### src/rtl/tli_pkg.sv
package tli_pkg;

    // Item kinds carried in the input tuser bit.
    localparam logic KIND_LOAD  = 1'b0;
    localparam logic KIND_QUERY = 1'b1;

    // Region codes of a result.
    localparam logic [1:0] REGION_BELOW  = 2'd0;
    localparam logic [1:0] REGION_INSIDE = 2'd1;
    localparam logic [1:0] REGION_ABOVE  = 2'd2;

    // Read address selection for both breakpoint memories.
    localparam logic [2:0] ADDR_ZERO = 3'd0;
    localparam logic [2:0] ADDR_HI   = 3'd1;
    localparam logic [2:0] ADDR_MID  = 3'd2;
    localparam logic [2:0] ADDR_LO   = 3'd3;
    localparam logic [2:0] ADDR_SCAN = 3'd4;

    // Source for the result register.
    localparam logic [1:0] RES_HOLD = 2'd0;
    localparam logic [1:0] RES_Y_LO = 2'd1;
    localparam logic [1:0] RES_Y_HI = 2'd2;
    localparam logic [1:0] RES_SUM  = 2'd3;

    // Fraction of the unit interval: 16 fraction bits, one integer bit.
    localparam int          FRAC_BITS = 16;
    localparam logic [16:0] FRAC_ONE  = 17'h1_0000;

    // Commands from the controller to the datapath.
    typedef struct packed {
        logic       start;
        logic       load;
        logic [2:0] rd_sel;
        logic       chk_first;
        logic       set_region;
        logic [1:0] region;
        logic       scan_issue;
        logic       bis_step;
        logic       latch_lo;
        logic       eval;
        logic       prep;
        logic       div_init;
        logic       div_step;
        logic       mul;
        logic       adj;
        logic [1:0] res_sel;
        logic       out_load;
    } tli_cmd_t;

    // Status from the datapath to the controller.
    typedef struct packed {
        logic lt_first;
        logic gt_last;
        logic bis_go;
        logic scan_last;
        logic eq_hi;
        logic eq_lo;
        logic dx_zero;
        logic sign_diff;
        logic div_sat;
        logic div_last;
    } tli_status_t;

endpackage

### src/rtl/tli_ctrl.sv
module tli_ctrl (
    input  logic                  clk,
    input  logic                  rst_n,
    input  logic                  s_tvalid,
    output logic                  s_tready,
    input  logic                  s_kind,
    output logic                  m_tvalid,
    input  logic                  m_tready,
    input  tli_pkg::tli_status_t  status,
    output tli_pkg::tli_cmd_t     cmd
);
    import tli_pkg::*;

    localparam logic [4:0] ST_IDLE     = 5'd0;
    localparam logic [4:0] ST_RD_FIRST = 5'd1;
    localparam logic [4:0] ST_RD_LAST  = 5'd2;
    localparam logic [4:0] ST_CHK      = 5'd3;
    localparam logic [4:0] ST_SCAN     = 5'd4;
    localparam logic [4:0] ST_SCAN_END = 5'd5;
    localparam logic [4:0] ST_BIS      = 5'd6;
    localparam logic [4:0] ST_BIS_CMP  = 5'd7;
    localparam logic [4:0] ST_FETCH_HI = 5'd8;
    localparam logic [4:0] ST_EVAL     = 5'd9;
    localparam logic [4:0] ST_PREP     = 5'd10;
    localparam logic [4:0] ST_DIV_INIT = 5'd11;
    localparam logic [4:0] ST_DIV      = 5'd12;
    localparam logic [4:0] ST_MUL      = 5'd13;
    localparam logic [4:0] ST_ADJ      = 5'd14;
    localparam logic [4:0] ST_SUM      = 5'd15;
    localparam logic [4:0] ST_DONE     = 5'd16;

    logic [4:0] state_reg;
    logic [4:0] state_next;
    logic       out_valid_reg;
    logic       out_valid_next;
    logic       accept;
    logic       out_free;

    // Input is taken only between queries; the output register is separate.
    assign s_tready = (state_reg == ST_IDLE);
    assign accept   = s_tvalid && s_tready;
    assign out_free = !out_valid_reg || m_tready;
    assign m_tvalid = out_valid_reg;

    // Sequencer for one query.
    always_comb
    begin
        state_next     = state_reg;
        cmd            = '0;
        cmd.rd_sel     = ADDR_ZERO;
        cmd.res_sel    = RES_HOLD;
        cmd.region     = REGION_INSIDE;
        unique case (state_reg)
            ST_IDLE:
            begin
                if (accept)
                begin
                    if (s_kind == KIND_QUERY)
                    begin
                        cmd.start  = 1'b1;
                        state_next = ST_RD_FIRST;
                    end
                    else
                    begin
                        cmd.load = 1'b1;
                    end
                end
            end
            ST_RD_FIRST:
            begin
                cmd.rd_sel = ADDR_ZERO;
                state_next = ST_RD_LAST;
            end
            ST_RD_LAST:
            begin
                cmd.rd_sel    = ADDR_HI;
                cmd.chk_first = 1'b1;
                state_next    = ST_CHK;
            end
            ST_CHK:
            begin
                cmd.set_region = 1'b1;
                priority if (status.lt_first)
                begin
                    cmd.region = REGION_BELOW;
                    state_next = ST_SCAN;
                end
                else if (status.gt_last)
                begin
                    cmd.region = REGION_ABOVE;
                    state_next = ST_SCAN;
                end
                else
                begin
                    cmd.region = REGION_INSIDE;
                    state_next = ST_BIS;
                end
            end
            ST_SCAN:
            begin
                cmd.rd_sel     = ADDR_SCAN;
                cmd.scan_issue = 1'b1;
                if (status.scan_last)
                begin
                    state_next = ST_SCAN_END;
                end
            end
            ST_SCAN_END:
            begin
                state_next = ST_DONE;
            end
            ST_BIS:
            begin
                if (status.bis_go)
                begin
                    cmd.rd_sel = ADDR_MID;
                    state_next = ST_BIS_CMP;
                end
                else
                begin
                    cmd.rd_sel = ADDR_LO;
                    state_next = ST_FETCH_HI;
                end
            end
            ST_BIS_CMP:
            begin
                cmd.bis_step = 1'b1;
                state_next   = ST_BIS;
            end
            ST_FETCH_HI:
            begin
                cmd.rd_sel   = ADDR_HI;
                cmd.latch_lo = 1'b1;
                state_next   = ST_EVAL;
            end
            ST_EVAL:
            begin
                cmd.eval   = 1'b1;
                state_next = ST_PREP;
            end
            ST_PREP:
            begin
                priority if (status.eq_hi)
                begin
                    cmd.res_sel = RES_Y_HI;
                    state_next  = ST_DONE;
                end
                else if (status.eq_lo || status.dx_zero || status.sign_diff)
                begin
                    cmd.res_sel = RES_Y_LO;
                    state_next  = ST_DONE;
                end
                else
                begin
                    cmd.prep   = 1'b1;
                    state_next = ST_DIV_INIT;
                end
            end
            ST_DIV_INIT:
            begin
                cmd.div_init = 1'b1;
                state_next   = status.div_sat ? ST_MUL : ST_DIV;
            end
            ST_DIV:
            begin
                cmd.div_step = 1'b1;
                if (status.div_last)
                begin
                    state_next = ST_MUL;
                end
            end
            ST_MUL:
            begin
                cmd.mul    = 1'b1;
                state_next = ST_ADJ;
            end
            ST_ADJ:
            begin
                cmd.adj    = 1'b1;
                state_next = ST_SUM;
            end
            ST_SUM:
            begin
                cmd.res_sel = RES_SUM;
                state_next  = ST_DONE;
            end
            ST_DONE:
            begin
                if (out_free)
                begin
                    cmd.out_load = 1'b1;
                    state_next   = ST_IDLE;
                end
            end
            default:
            begin
                state_next = ST_IDLE;
            end
        endcase
    end

    // Output valid flag: set on a load of the output register, cleared on a transfer.
    always_comb
    begin
        out_valid_next = out_valid_reg;
        if (cmd.out_load)
        begin
            out_valid_next = 1'b1;
        end
        else if (m_tready)
        begin
            out_valid_next = 1'b0;
        end
    end

    always_ff @(posedge clk or negedge rst_n)
    begin
        if (!rst_n)
        begin
            state_reg     <= ST_IDLE;
            out_valid_reg <= 1'b0;
        end
        else
        begin
            state_reg     <= state_next;
            out_valid_reg <= out_valid_next;
        end
    end

endmodule

### config.mk
export PLATFORM = sky130hd
export DESIGN_NAME = tli_ctrl
export DESIGN_NICKNAME = d
export VERILOG_FILES = /design/src/rtl/tli_pkg.sv /design/src/rtl/tli_ctrl.sv
export SDC_FILE = /design/constraint.sdc
export NUM_CORES = 1
export LEC_CHECK = 0
export BUFFER_PORTS_ARGS = -buffer_cell sky130_fd_sc_hd__buf_2
export CORE_MARGIN = 1
export CORE_UTILIZATION = 35
export CTS_CLUSTER_SIZE = 30
export DETAILED_ROUTE_END_ITERATION = 10
export PLACE_DENSITY = 0.78
export SETUP_SLACK_MARGIN = 0.2
export SYNTH_ARGS = -nofsm -noshare
export SYNTH_HDL_FRONTEND = slang
export SYNTH_SLANG_ARGS = --single-unit
### constraint.sdc
create_clock -name clk -period 1.7 [get_ports clk]
set_input_delay 0.51 -clock clk [delete_from_list [all_inputs] [get_ports clk]]
set_output_delay 0.51 -clock clk [all_outputs]
set_load 0.03 [all_outputs]
==> results of run 1 <==
-- where the power goes --
part / total [mW] / internal (mW) / leakage (nW) / switching [mW]
combinational: 3.09 / 1.42 / 0.685 / 1.67
sequential: 0.313 / 0.208 / 0.0748 / 0.104
clock: 0.155 / 0.0814 / 0.0138 / 0.0733
-- cell families after synthesis --
group           count (synthesis)  share of synthesized area, %
mux                             1                         1.504
flops                           6                         22.56
buf+inv                        14                         12.03
xor+xnor                        1                         1.316
simple gates                   51                         41.35
compound gates                 21                         21.24
-- layer usage --
layer / global-route usage, % / wire, um / share of wire [%]
met2: 59.71 / 2142 / 46
met1: 34.24 / 1552 / 34
met5: 0 / 0 / 0
met3: 8.333 / 547 / 12
met4: 30.30 / 379 / 8.2
-- per-stage QoR --
| stage | hold WS [ps] | cells | area [um2] | TNS, ps | util, % |
|---|---|---|---|---|---|
| after floorplan | 214.4 | 94 | 830.8 | -1493 | - |
| after global placement | 333.5 | 174 | 1176 | -1137 | 67.38 |
| after detailed placement | 339.8 | 174 | 1176 | -1631 | 67.38 |
| after CTS | 77.24 | 184 | 1445 | -5028 | 82.80 |
| after global routing | 74.62 | 197 | 1663 | -7673 | 95.27 |
| final | 63.25 | 197 | 1663 | -7038 | 95.27 |
-- cell usage after synthesis (2+ instances only) --
cell type / instances
sky130_fd_sc_hd__and3_1: 2
sky130_fd_sc_hd__nand2_1: 9
sky130_fd_sc_hd__nand3_1: 2
sky130_fd_sc_hd__buf_4: 5
sky130_fd_sc_hd__a21oi_1: 6
sky130_fd_sc_hd__or2_1: 2
sky130_fd_sc_hd__inv_1: 2
sky130_fd_sc_hd__dfrtp_1: 6
sky130_fd_sc_hd__a2bb2oi_1: 2
sky130_fd_sc_hd__inv_2: 3
sky130_fd_sc_hd__nor3b_1: 3
sky130_fd_sc_hd__nor3_1: 10
sky130_fd_sc_hd__nand2b_1: 4
sky130_fd_sc_hd__nor2_1: 11
sky130_fd_sc_hd__clkbuf_1: 2
sky130_fd_sc_hd__o21ai_0: 4
-- worst max-delay path, delay by kind of cell --
family | cells | cell delay (ps)
and+or+nand+nor | 3 | 810
buffers and inverters | 2 | 300
-- worst paths after layout --
path / start / to / slack, ps
hold / removal: rst_n / state_reg[0] / 60
min in group clk: m_tvalid / m_tvalid / 620
setup / recovery: status[2] / cmd[7] / -440
max in group asynchronous: rst_n / state_reg[2] / 1470
setup reg to reg: state_reg[0] / state_reg[1] / -20
hold reg to reg: m_tvalid / m_tvalid / 620
-- repair_timing --
action	in CTS	in global routing
gates resized for setup	57	28
endpoints found under the setup margin	25	25
buffers inserted	7	13
pin swaps	7	8
-- area by class of cell --
class	instances	area (um2)
Sequential cell	6	152.6
Inverter	5	21.27
Timing Repair Buffer	84	704.4
Tap cell	25	31.28
Fill cell	48	82.58
Multi-Input combinational cell	74	730.7
Clock buffer	3	22.52
==> out/results.ini, run 1 <==
[yosys]
synth-edff-count = 0
flip_flop_and_latch_count_after_synthesis = 6
avgSynthCellArea_um2 = 7.081
synth.net_count = 109
combined_area_of_all_synthesized_cells_um2 = 665.6
asyncSetResetFlopFracSynth_pct = 100.0
synth-seq-area-share_pct = 22.56
post-synth-top-area-cell = sky130_fd_sc_hd__dfrtp_1
synthFlopType = sky130_fd_sc_hd__dfrtp_1
synth_cells = 94
ys_top_cells_by_area = sky130_fd_sc_hd__dfrtp_1, sky130_fd_sc_hd__nor3_1, sky130_fd_sc_hd__nor2_1
yosysWarnings = 0
netlist.area_leader.share_pct = 22.56
ys_types = 37

[clock_network]
tritoncts_clock_tree = built
clock-root-buffer = sky130_fd_sc_hd__clkbuf_4
htree_levels = 1
cts_hold_buffers = 0
clkSlewWorstSetupHoldPaths_ps = 60
cts-root-to-sink-buffers = 2
clock_net_sink_count = 6
cts_inserted_buffers = 3
clk-insertion-delay-late_ps = 260

[layout]
layout_common_cells = sky130_fd_sc_hd__buf_4, sky130_fd_sc_hd__buf_6, sky130_fd_sc_hd__buf_2
num-nets-final = 189
flow.area_growth_from_synthesis_pct = 149.8
n_antenna_cell = 0
final_layout_size_suffix_gt1_share_pct = 79.65
flip_flop_count_of_the_largest_register_after_layout = 5
layout_commonest_cell = sky130_fd_sc_hd__buf_4

[place]
port_buffers = 37
place.gp.congestion = 0.8761
place_worst_setup_slack_ps = -329.6
dp.final_hpwl_um = 1886

[drt]
drcViolationCount = 0
vias = 1280
detail_route.first_pass.iterations = 6
drtIter0Drc = 106
antenna_left = 0
routed_wire_length_per_instance_um = 23.46
detail_route.vias_per_cell = 6.497
drt-total-wl_um = 4621

[power_and_ir_drop]
cellLeakagePower_nw = 0.7734
cellPowerDensity_nw_per_um2 = 2141
fin_total_pwr_mw = 3.560
vdd.ir_drop.worst_mv = 1.474

[timing]
maxSlewViolCount = 0
achievable-frequency_mhz = 467.6
worst_slack_ps = -438.7
final.period_utilization_pct = 125.8
finalCriticalPeriod_ps = 2139
unrepaired_setup_endpoints_after_global_routing = yes
timing_hold_violations_final = 0
worst-slew-pin-transition_ps = 335.0
slew-limit-headroom_pct = 77.62
setup_violations = 23
worst_clock_skew_ps = 6.324

[grt]
first_pass_grt_wire_length_um = 4940
groute.usage.overall_pct = 34.69
globalRoute.totalOverflow = 0
number_of_antenna_violations_at_the_first_check_in_global_routing = 0
vias_in_the_first_global_route = 1128
grt_start_max_net_pins = 11

[hold_path]
timing.hold.worst.class = in -> async

[die]
number_of_rows_created_at_floorplan = 15
top_level_ports = 38
floorplan.initialDensity_pct = 38.14
core_region_area_um2 = 1745
die_width_um = 45.61
floorplan.die.height_um = 45.61
floorplan.die_area_um2 = 2080

[outcome]
violations_in_the_final_reports = setup timing
outcome = complete, but fails checks

[worst_setup_path]
setup.worst_path.start_class = input pin
criticalPathCategory = in -> out
end_kind = output pin
crit_path_max_fanout = 3
crit_chain = buf_2 > nor3_4 > nand2b_1 > nor4b_4 > buf_6
required_ps = 1190
rr_worst_depth = 7
crit_arrival_ps = 1630
max_stage_delay_ps = 390
slowest_cell_on_the_critical_path = sky130_fd_sc_hd__nor4b_4

[flow_run]
drv_cap = 0

Power figures use the tool's default switching activity.
==> inputs of run 2 (changes only) <==
CAP_MARGIN = 20   (was default)
PLACE_DENSITY = 0.75   (was 0.78)
clock period = 2 ns   (was 1.7 ns; I/O delays follow)
==> run 2 against run 1 <==
  * The run still ends with setup timing left
  * Sequential power down 16%
  * Clock power fell by 13%
  * Power is 18% lower
  * Combinational power decreased by 19%
  * Non-clock buffer count down 12
  * Count of clock-buffer cells in the layout is the same
  * Design area is essentially flat
  * First-iteration DRC count shrank 50%
  * Flip-flop and latch count unchanged
  * Critical path type is now reg -> out
  * Critical endpoint is now cmd[0]
  * Largest cell class unchanged
==> out/results.ini, run 2 (synthesis results as in run 1) <==
[power_and_ir_drop]
swShare_pct = 52.96  ; +0.95 points
power.share.combinational_pct = 86.3  ; -0.6 points
power.switching_mw = 1.542  ; -17%
vdd.ir_drop.worst_mv = 1.148  ; -22%
cellLeakagePower_nw = 0.7222  ; -6.6%
internal-power_mw = 1.369  ; -20%
pwr-share-clk_pct = 4.7  ; +0.4 points
cellPowerDensity_nw_per_um2 = 1752  ; -18%
share_seq_of_total_power_pct = 9.0  ; +0.2 points

[outcome]
violations_in_the_final_reports = setup timing
outcome = complete, but fails checks

[grt]
first_pass_grt_wire_length_um = 4802  ; -2.8%
number_of_antenna_violations_at_the_first_check_in_global_routing = 0  ; unchanged
vias_in_the_first_global_route = 1028  ; -8.9%
globalRoute.totalOverflow = 0  ; unchanged
groute.usage.overall_pct = 33.33  ; -1.4 points
grt_start_max_net_pins = 15  ; +4

[drt]
drcViolationCount = 0  ; unchanged
detail_route.vias_per_cell = 6.341  ; -2.4%
detailroute.wirelength.met3_um = 384  ; -30%
routed_wire_length_per_instance_um = 23.45  ; about the same
detail_route.wirelength.met1_um = 1509  ; -2.8%
antenna_left = 0  ; unchanged
drtIter0Drc = 53  ; -50%
drt-total-wl_um = 4339  ; -6.1%
detail_route.first_pass.iterations = 5  ; -1
maxUsedRoutingLayer = met4
vias = 1173  ; -8.4%
dr_wl_met2_um = 2192  ; +2.3%

[die]
number_of_rows_created_at_floorplan = 15  ; unchanged
core_region_area_um2 = 1745  ; unchanged
floorplan.die.height_um = 45.61  ; unchanged
floorplan.initialDensity_pct = 38.14  ; unchanged
die_width_um = 45.61  ; unchanged
top_level_ports = 38  ; unchanged
floorplan.die_area_um2 = 2080  ; unchanged

[timing]
maxSlewViolCount = 0  ; unchanged
worst_clock_skew_ps = 13.42  ; +7.095 ps
setup_violations = 21  ; -8.7%
achievable-frequency_mhz = 438.4
timing.setup.tns_ps = -2244  ; +4794 ps
unrepaired_setup_endpoints_after_global_routing = yes
final.period_utilization_pct = 114.0
worst-slew-pin-transition_ps = 396.8  ; +61.75 ps
slew-limit-headroom_pct = 72.86  ; -4.8 points
finalCriticalPeriod_ps = 2281
timing_hold_violations_final = 0  ; unchanged
worst_slack_ps = -280.9  ; +157.8 ps

[clock_network]
htree_levels = 1  ; unchanged
clkSlewWorstSetupHoldPaths_ps = 60  ; about the same
clock-root-buffer = sky130_fd_sc_hd__clkbuf_4
clk-insertion-delay-late_ps = 280  ; +20 ps
clock_net_sink_count = 6  ; unchanged
cts_inserted_buffers = 3  ; unchanged
tritoncts_clock_tree = built
cts-root-to-sink-buffers = 2  ; unchanged

[worst_setup_path]
end_kind = output pin
setup.worst_path.start_class = flop
criticalPathCategory = reg -> out
crit_path_max_fanout = 2  ; -1
required_ps = 1400  ; +210 ps
crit_arrival_ps = 1680  ; +50 ps

[place]
dp.final_hpwl_um = 1638  ; -13%
place.detailed.instances = 160  ; -8.0%
port_buffers = 37  ; unchanged
place.gp.congestion = 0.8671  ; -1.0%

[layout]
fin_cells = 185  ; -6.1%
final_layout_size_suffix_gt1_share_pct = 78.13  ; -1.5 points
flow.area_growth_from_synthesis_pct = 149.6  ; about the same
layout_common_cells = sky130_fd_sc_hd__buf_6, sky130_fd_sc_hd__buf_4, sky130_fd_sc_hd__buf_2
flip_flop_count_of_the_largest_register_after_layout = 5  ; unchanged
num-nets-final = 177  ; -6.3%
n_antenna_cell = 0  ; unchanged
layout_commonest_cell = sky130_fd_sc_hd__buf_6

[flow_run]
drv_cap = 0  ; unchanged

[hold_path]
timing.hold.worst.class = in -> async

run 2: cell types whose count changed in the layout (fill, tap and decap cells not counted), sizes merged:
cell,delta
buf,-11
clkbuf,-1
clkinvlp,+1
inv,-1
run 2: timing repair:
action / in CTS / in global routing
resized for setup: 75 / 20
hold buffers: 0 / 0
pin swaps: 12 / 10
setup endpoints to repair: 22 / 23
buffers inserted: 14 / 8
run 2: power groups by stage:
stage	Sequential (mW)	Combinational, mW	Clock (mW)
floorplan	0.216	1.18	0
global placement	0.236	1.43	0
detailed placement	0.236	1.45	0
CTS	0.241	2.03	0.122
global route	0.266	2.61	0.139
finish	0.263	2.51	0.135
run 2: worst paths after layout:
kind                              start           end  slack [ps]  depth (start not counted)
min in group clk               m_tvalid      m_tvalid         610                          2
max in group asynchronous         rst_n  state_reg[4]        1700                          1
setup / recovery           state_reg[0]        cmd[0]        -280                          5
setup reg to reg           state_reg[1]  state_reg[1]         110                          7
hold reg to reg                m_tvalid      m_tvalid         610                          2
hold / removal                    rst_n  state_reg[1]         130                          1
run 2: metal layers:
metal | global-route usage (%) | vias to the layer above
li1 | - | 467
met3 | 6.746 | 34
met4 | 20.61 | 0
met1 | 36.34 | 559
met2 | 58.29 | 113
met5 | 0 | -
run 2: area by class of cell:
class / count / area, um2
multi-input cells: 74 / 750.7
repair buffers: 72 / 674.4
flip-flops and latches: 6 / 155.1
fillers: 47 / 83.83
well taps: 25 / 31.28
inverters: 5 / 27.53
clock buffers: 3 / 22.52
run 2: through the flow:
stage	power (mW)	utilization [%]	worst slack, ps	cell area [um2]	hold WS, ps
3_3_place_gp	1.668	63.44	-191.1	1107	424.3
3_5_place_dp	1.685	63.44	-204.7	1107	426.2
4_1_cts	2.389	86.52	-129.8	1510	149.7
6_report	2.911	95.20	-280.9	1662	129.1
2_1_floorplan	1.395	-	-29.09	880.8	304.4
5_1_grt	3.014	95.20	-280.1	1662	133.8
run 2: worst max-delay path: stages, from the launching register on:
cell                       delay, ps
sky130_fd_sc_hd__dfrtp_1         420
sky130_fd_sc_hd__or2_4           300
sky130_fd_sc_hd__nor2_4          160
sky130_fd_sc_hd__nand3b_1        140
sky130_fd_sc_hd__nor2b_1         200
sky130_fd_sc_hd__buf_4           190
==> inputs of run 3 (changes only) <==
PLACE_DENSITY = 0.66   (was 0.75)
clock period = 2.2 ns   (was 2 ns; I/O delays follow)
==> run 3 against run 2 <==
  * The run still ends with setup timing left
  * Combinational power fell by 16%
  * Sequential power fell by 8.7%
  * Final cell count rose by 2.2%
  * Clock power fell by 16%
  * Clock skew rose by 2.3 ps
  * Power fell by 15%
  * Flip-flop and latch count did not move
  * Global-route usage fell by 6.8 points
  * Count of clock-buffer cells in the layout did not move
  * Design area fell by 4.1%
  * Critical path depth did not move
  * Critical path type is now in -> out
  * Critical endpoint is now cmd[7]
==> out/results.ini, run 3 (synthesis results as in run 1) <==
[timing]
unrepaired_setup_endpoints_after_global_routing = yes
worst-slew-pin-transition_ps = 557.3  ; +160.5 ps
worst_slack_ps = -52.39  ; +228.5 ps
maxSlewViolCount = 0  ; unchanged
fin_hold_ws_ps = 215.6  ; +86.58 ps
slew-limit-headroom_pct = 61.89  ; -11 points
final.period_utilization_pct = 102.4
worst_clock_skew_ps = 15.71  ; +2.292 ps
timing_hold_violations_final = 0  ; unchanged
setup_violations = 5  ; -76%
achievable-frequency_mhz = 444.0
finalCriticalPeriod_ps = 2252
timing.setup.tns_ps = -125.6  ; +2119 ps

[die]
floorplan.die_area_um2 = 2080  ; unchanged
top_level_ports = 38  ; unchanged
floorplan.die.height_um = 45.61  ; unchanged
core_region_area_um2 = 1745  ; unchanged
floorplan.initialDensity_pct = 38.14  ; unchanged
die_width_um = 45.61  ; unchanged
number_of_rows_created_at_floorplan = 15  ; unchanged

[grt]
grt_start_max_net_pins = 21  ; +6
groute.usage.overall_pct = 26.49  ; -6.8 points
number_of_antenna_violations_at_the_first_check_in_global_routing = 0  ; unchanged
vias_in_the_first_global_route = 880  ; -14%
globalRoute.totalOverflow = 0  ; unchanged
first_pass_grt_wire_length_um = 3926  ; -18%

[clock_network]
clkSlewWorstSetupHoldPaths_ps = 60  ; about the same
cts_hold_buffers = 0  ; unchanged
cts_inserted_buffers = 3  ; unchanged
clock-root-buffer = sky130_fd_sc_hd__clkbuf_4
clk-insertion-delay-late_ps = 260  ; -20 ps
clock_net_sink_count = 6  ; unchanged
cts-root-to-sink-buffers = 2  ; unchanged
htree_levels = 1  ; unchanged
tritoncts_clock_tree = built

[power_and_ir_drop]
power.share.combinational_pct = 85.8  ; -0.5 points
swShare_pct = 50.63  ; -2.3 points
cellLeakagePower_nw = 0.7269  ; +0.64%
fin_total_pwr_mw = 2.477  ; -15%
internal-power_mw = 1.223  ; -11%
power.switching_mw = 1.254  ; -19%
vdd.ir_drop.worst_mv = 1.155  ; +0.63%
share_seq_of_total_power_pct = 9.7  ; +0.7 points
pwr-share-clk_pct = 4.5  ; -0.2 points
cellPowerDensity_nw_per_um2 = 1554  ; -11%

[layout]
final_layout_size_suffix_gt1_share_pct = 75.61  ; -2.5 points
num-fill-cells = 71  ; +51%
flow.area_growth_from_synthesis_pct = 139.5
flip_flop_count_of_the_largest_register_after_layout = 5  ; unchanged
fin_cells = 189  ; +2.2%
num-nets-final = 181  ; +2.3%
n_antenna_cell = 0  ; unchanged
layout_common_cells = sky130_fd_sc_hd__buf_6, sky130_fd_sc_hd__buf_4, sky130_fd_sc_hd__buf_2

[place]
place.gp.congestion = 0.9011  ; +3.9%
dp.final_hpwl_um = 1573  ; -4.0%
port_buffers = 37  ; unchanged
place.detailed.instances = 157  ; -1.9%
place_worst_setup_slack_ps = -122.3  ; +82.44 ps

[outcome]
outcome = complete, but fails checks
violations_in_the_final_reports = setup timing

[worst_setup_path]
crit_path_max_fanout = 3  ; +1
worst_reg2reg_setup_slack_ps = 270  ; +160 ps
slowest_cell_on_the_critical_path = sky130_fd_sc_hd__nor4b_4
required_ps = 1540  ; +140 ps
timing.rr.start = state_reg[1]
end_kind = output pin
critical_register_to_register_path_endpoint = state_reg[1]
crit_chain = buf_6 > nor3_4 > nand2b_1 > nor4b_4 > buf_4
setup.worst_path.start_class = input pin
max_stage_delay_ps = 310  ; -110 ps
criticalPathCategory = in -> out
crit_arrival_ps = 1590  ; -90 ps
timing.critical_path.buf_inv = 2  ; +1
rr_worst_depth = 7  ; unchanged
cpLargestDelayFamily = simple AND/OR/NAND/NOR gates

[flow_run]
drv_cap = 0  ; unchanged

[drt]
detail_route.vias_per_cell = 5.899  ; -7.0%
drtIter0Drc = 58  ; +9.4%
drcViolationCount = 0  ; unchanged
drt-total-wl_um = 3610  ; -17%
antenna_left = 0  ; unchanged
vias = 1115  ; -4.9%
detail_route.first_pass.iterations = 4  ; -1
routed_wire_length_per_instance_um = 19.10  ; -19%

[hold_path]
timing.hold.worst.class = in -> async

run 3: metrics by stage:
stage,util (%),area [um2]
after floorplan,-,739.5
after global placement,55.56,969.7
after detailed placement,55.56,969.7
after CTS,75.70,1321
after global routing,91.33,1594
final,91.33,1594
run 3: area by class of cell:
type	instances	area [um2]	area share, %
Inverter	5	21.27	1.334
Clock buffer	3	22.52	1.413
Timing Repair Buffer	76	686.9	43.09
Tap cell	25	31.28	1.962
Multi-Input combinational cell	74	676.9	42.46
Sequential cell	6	155.1	9.733
run 3: worst max path at each step:
| stage | depth (start not counted) | end | from | slack (ps) |
|---|---|---|---|---|
| 5_1_grt | 5 | cmd[7] | status[2] | -110 |
| 3_5_place_dp | 5 | cmd[7] | status[3] | -120 |
| 3_3_place_gp | 5 | cmd[7] | status[3] | -70 |
| 6_report | 5 | cmd[7] | status[2] | -50 |
| 4_1_cts | 5 | cmd[7] | status[2] | -40 |
| 2_1_floorplan | 4 | cmd[18] | state_reg[1] | 30 |
run 3: power by group through the flow:
stage	registers (mW)	logic, mW	clock network (mW)
floorplan	0.193	0.860	0
detailed placement	0.205	1.11	0
global placement	0.206	1.10	0
CTS	0.222	1.57	0.103
finish	0.240	2.12	0.113
global route	0.241	2.20	0.127
run 3: per-layer routing:
| metal | share of wire (%) | vias up | routed length [um] | GRT usage (%) |
|---|---|---|---|---|
| li1 | - | 474 | - | - |
| met2 | 52 | 89 | 1864 | 44.00 |
| met5 | 0 | - | 0 | 0 |
| met3 | 8.7 | 16 | 315 | 5.952 |
| met1 | 36 | 536 | 1304 | 33.17 |
| met4 | 3.5 | 0 | 126 | 9.697 |
run 3: timing repair:
action,in CTS,in global routing
pin swaps,14,12
endpoints found under the setup margin,20,22
gates cloned,0,1
buffers inserted,11,17
resized for setup,71,31
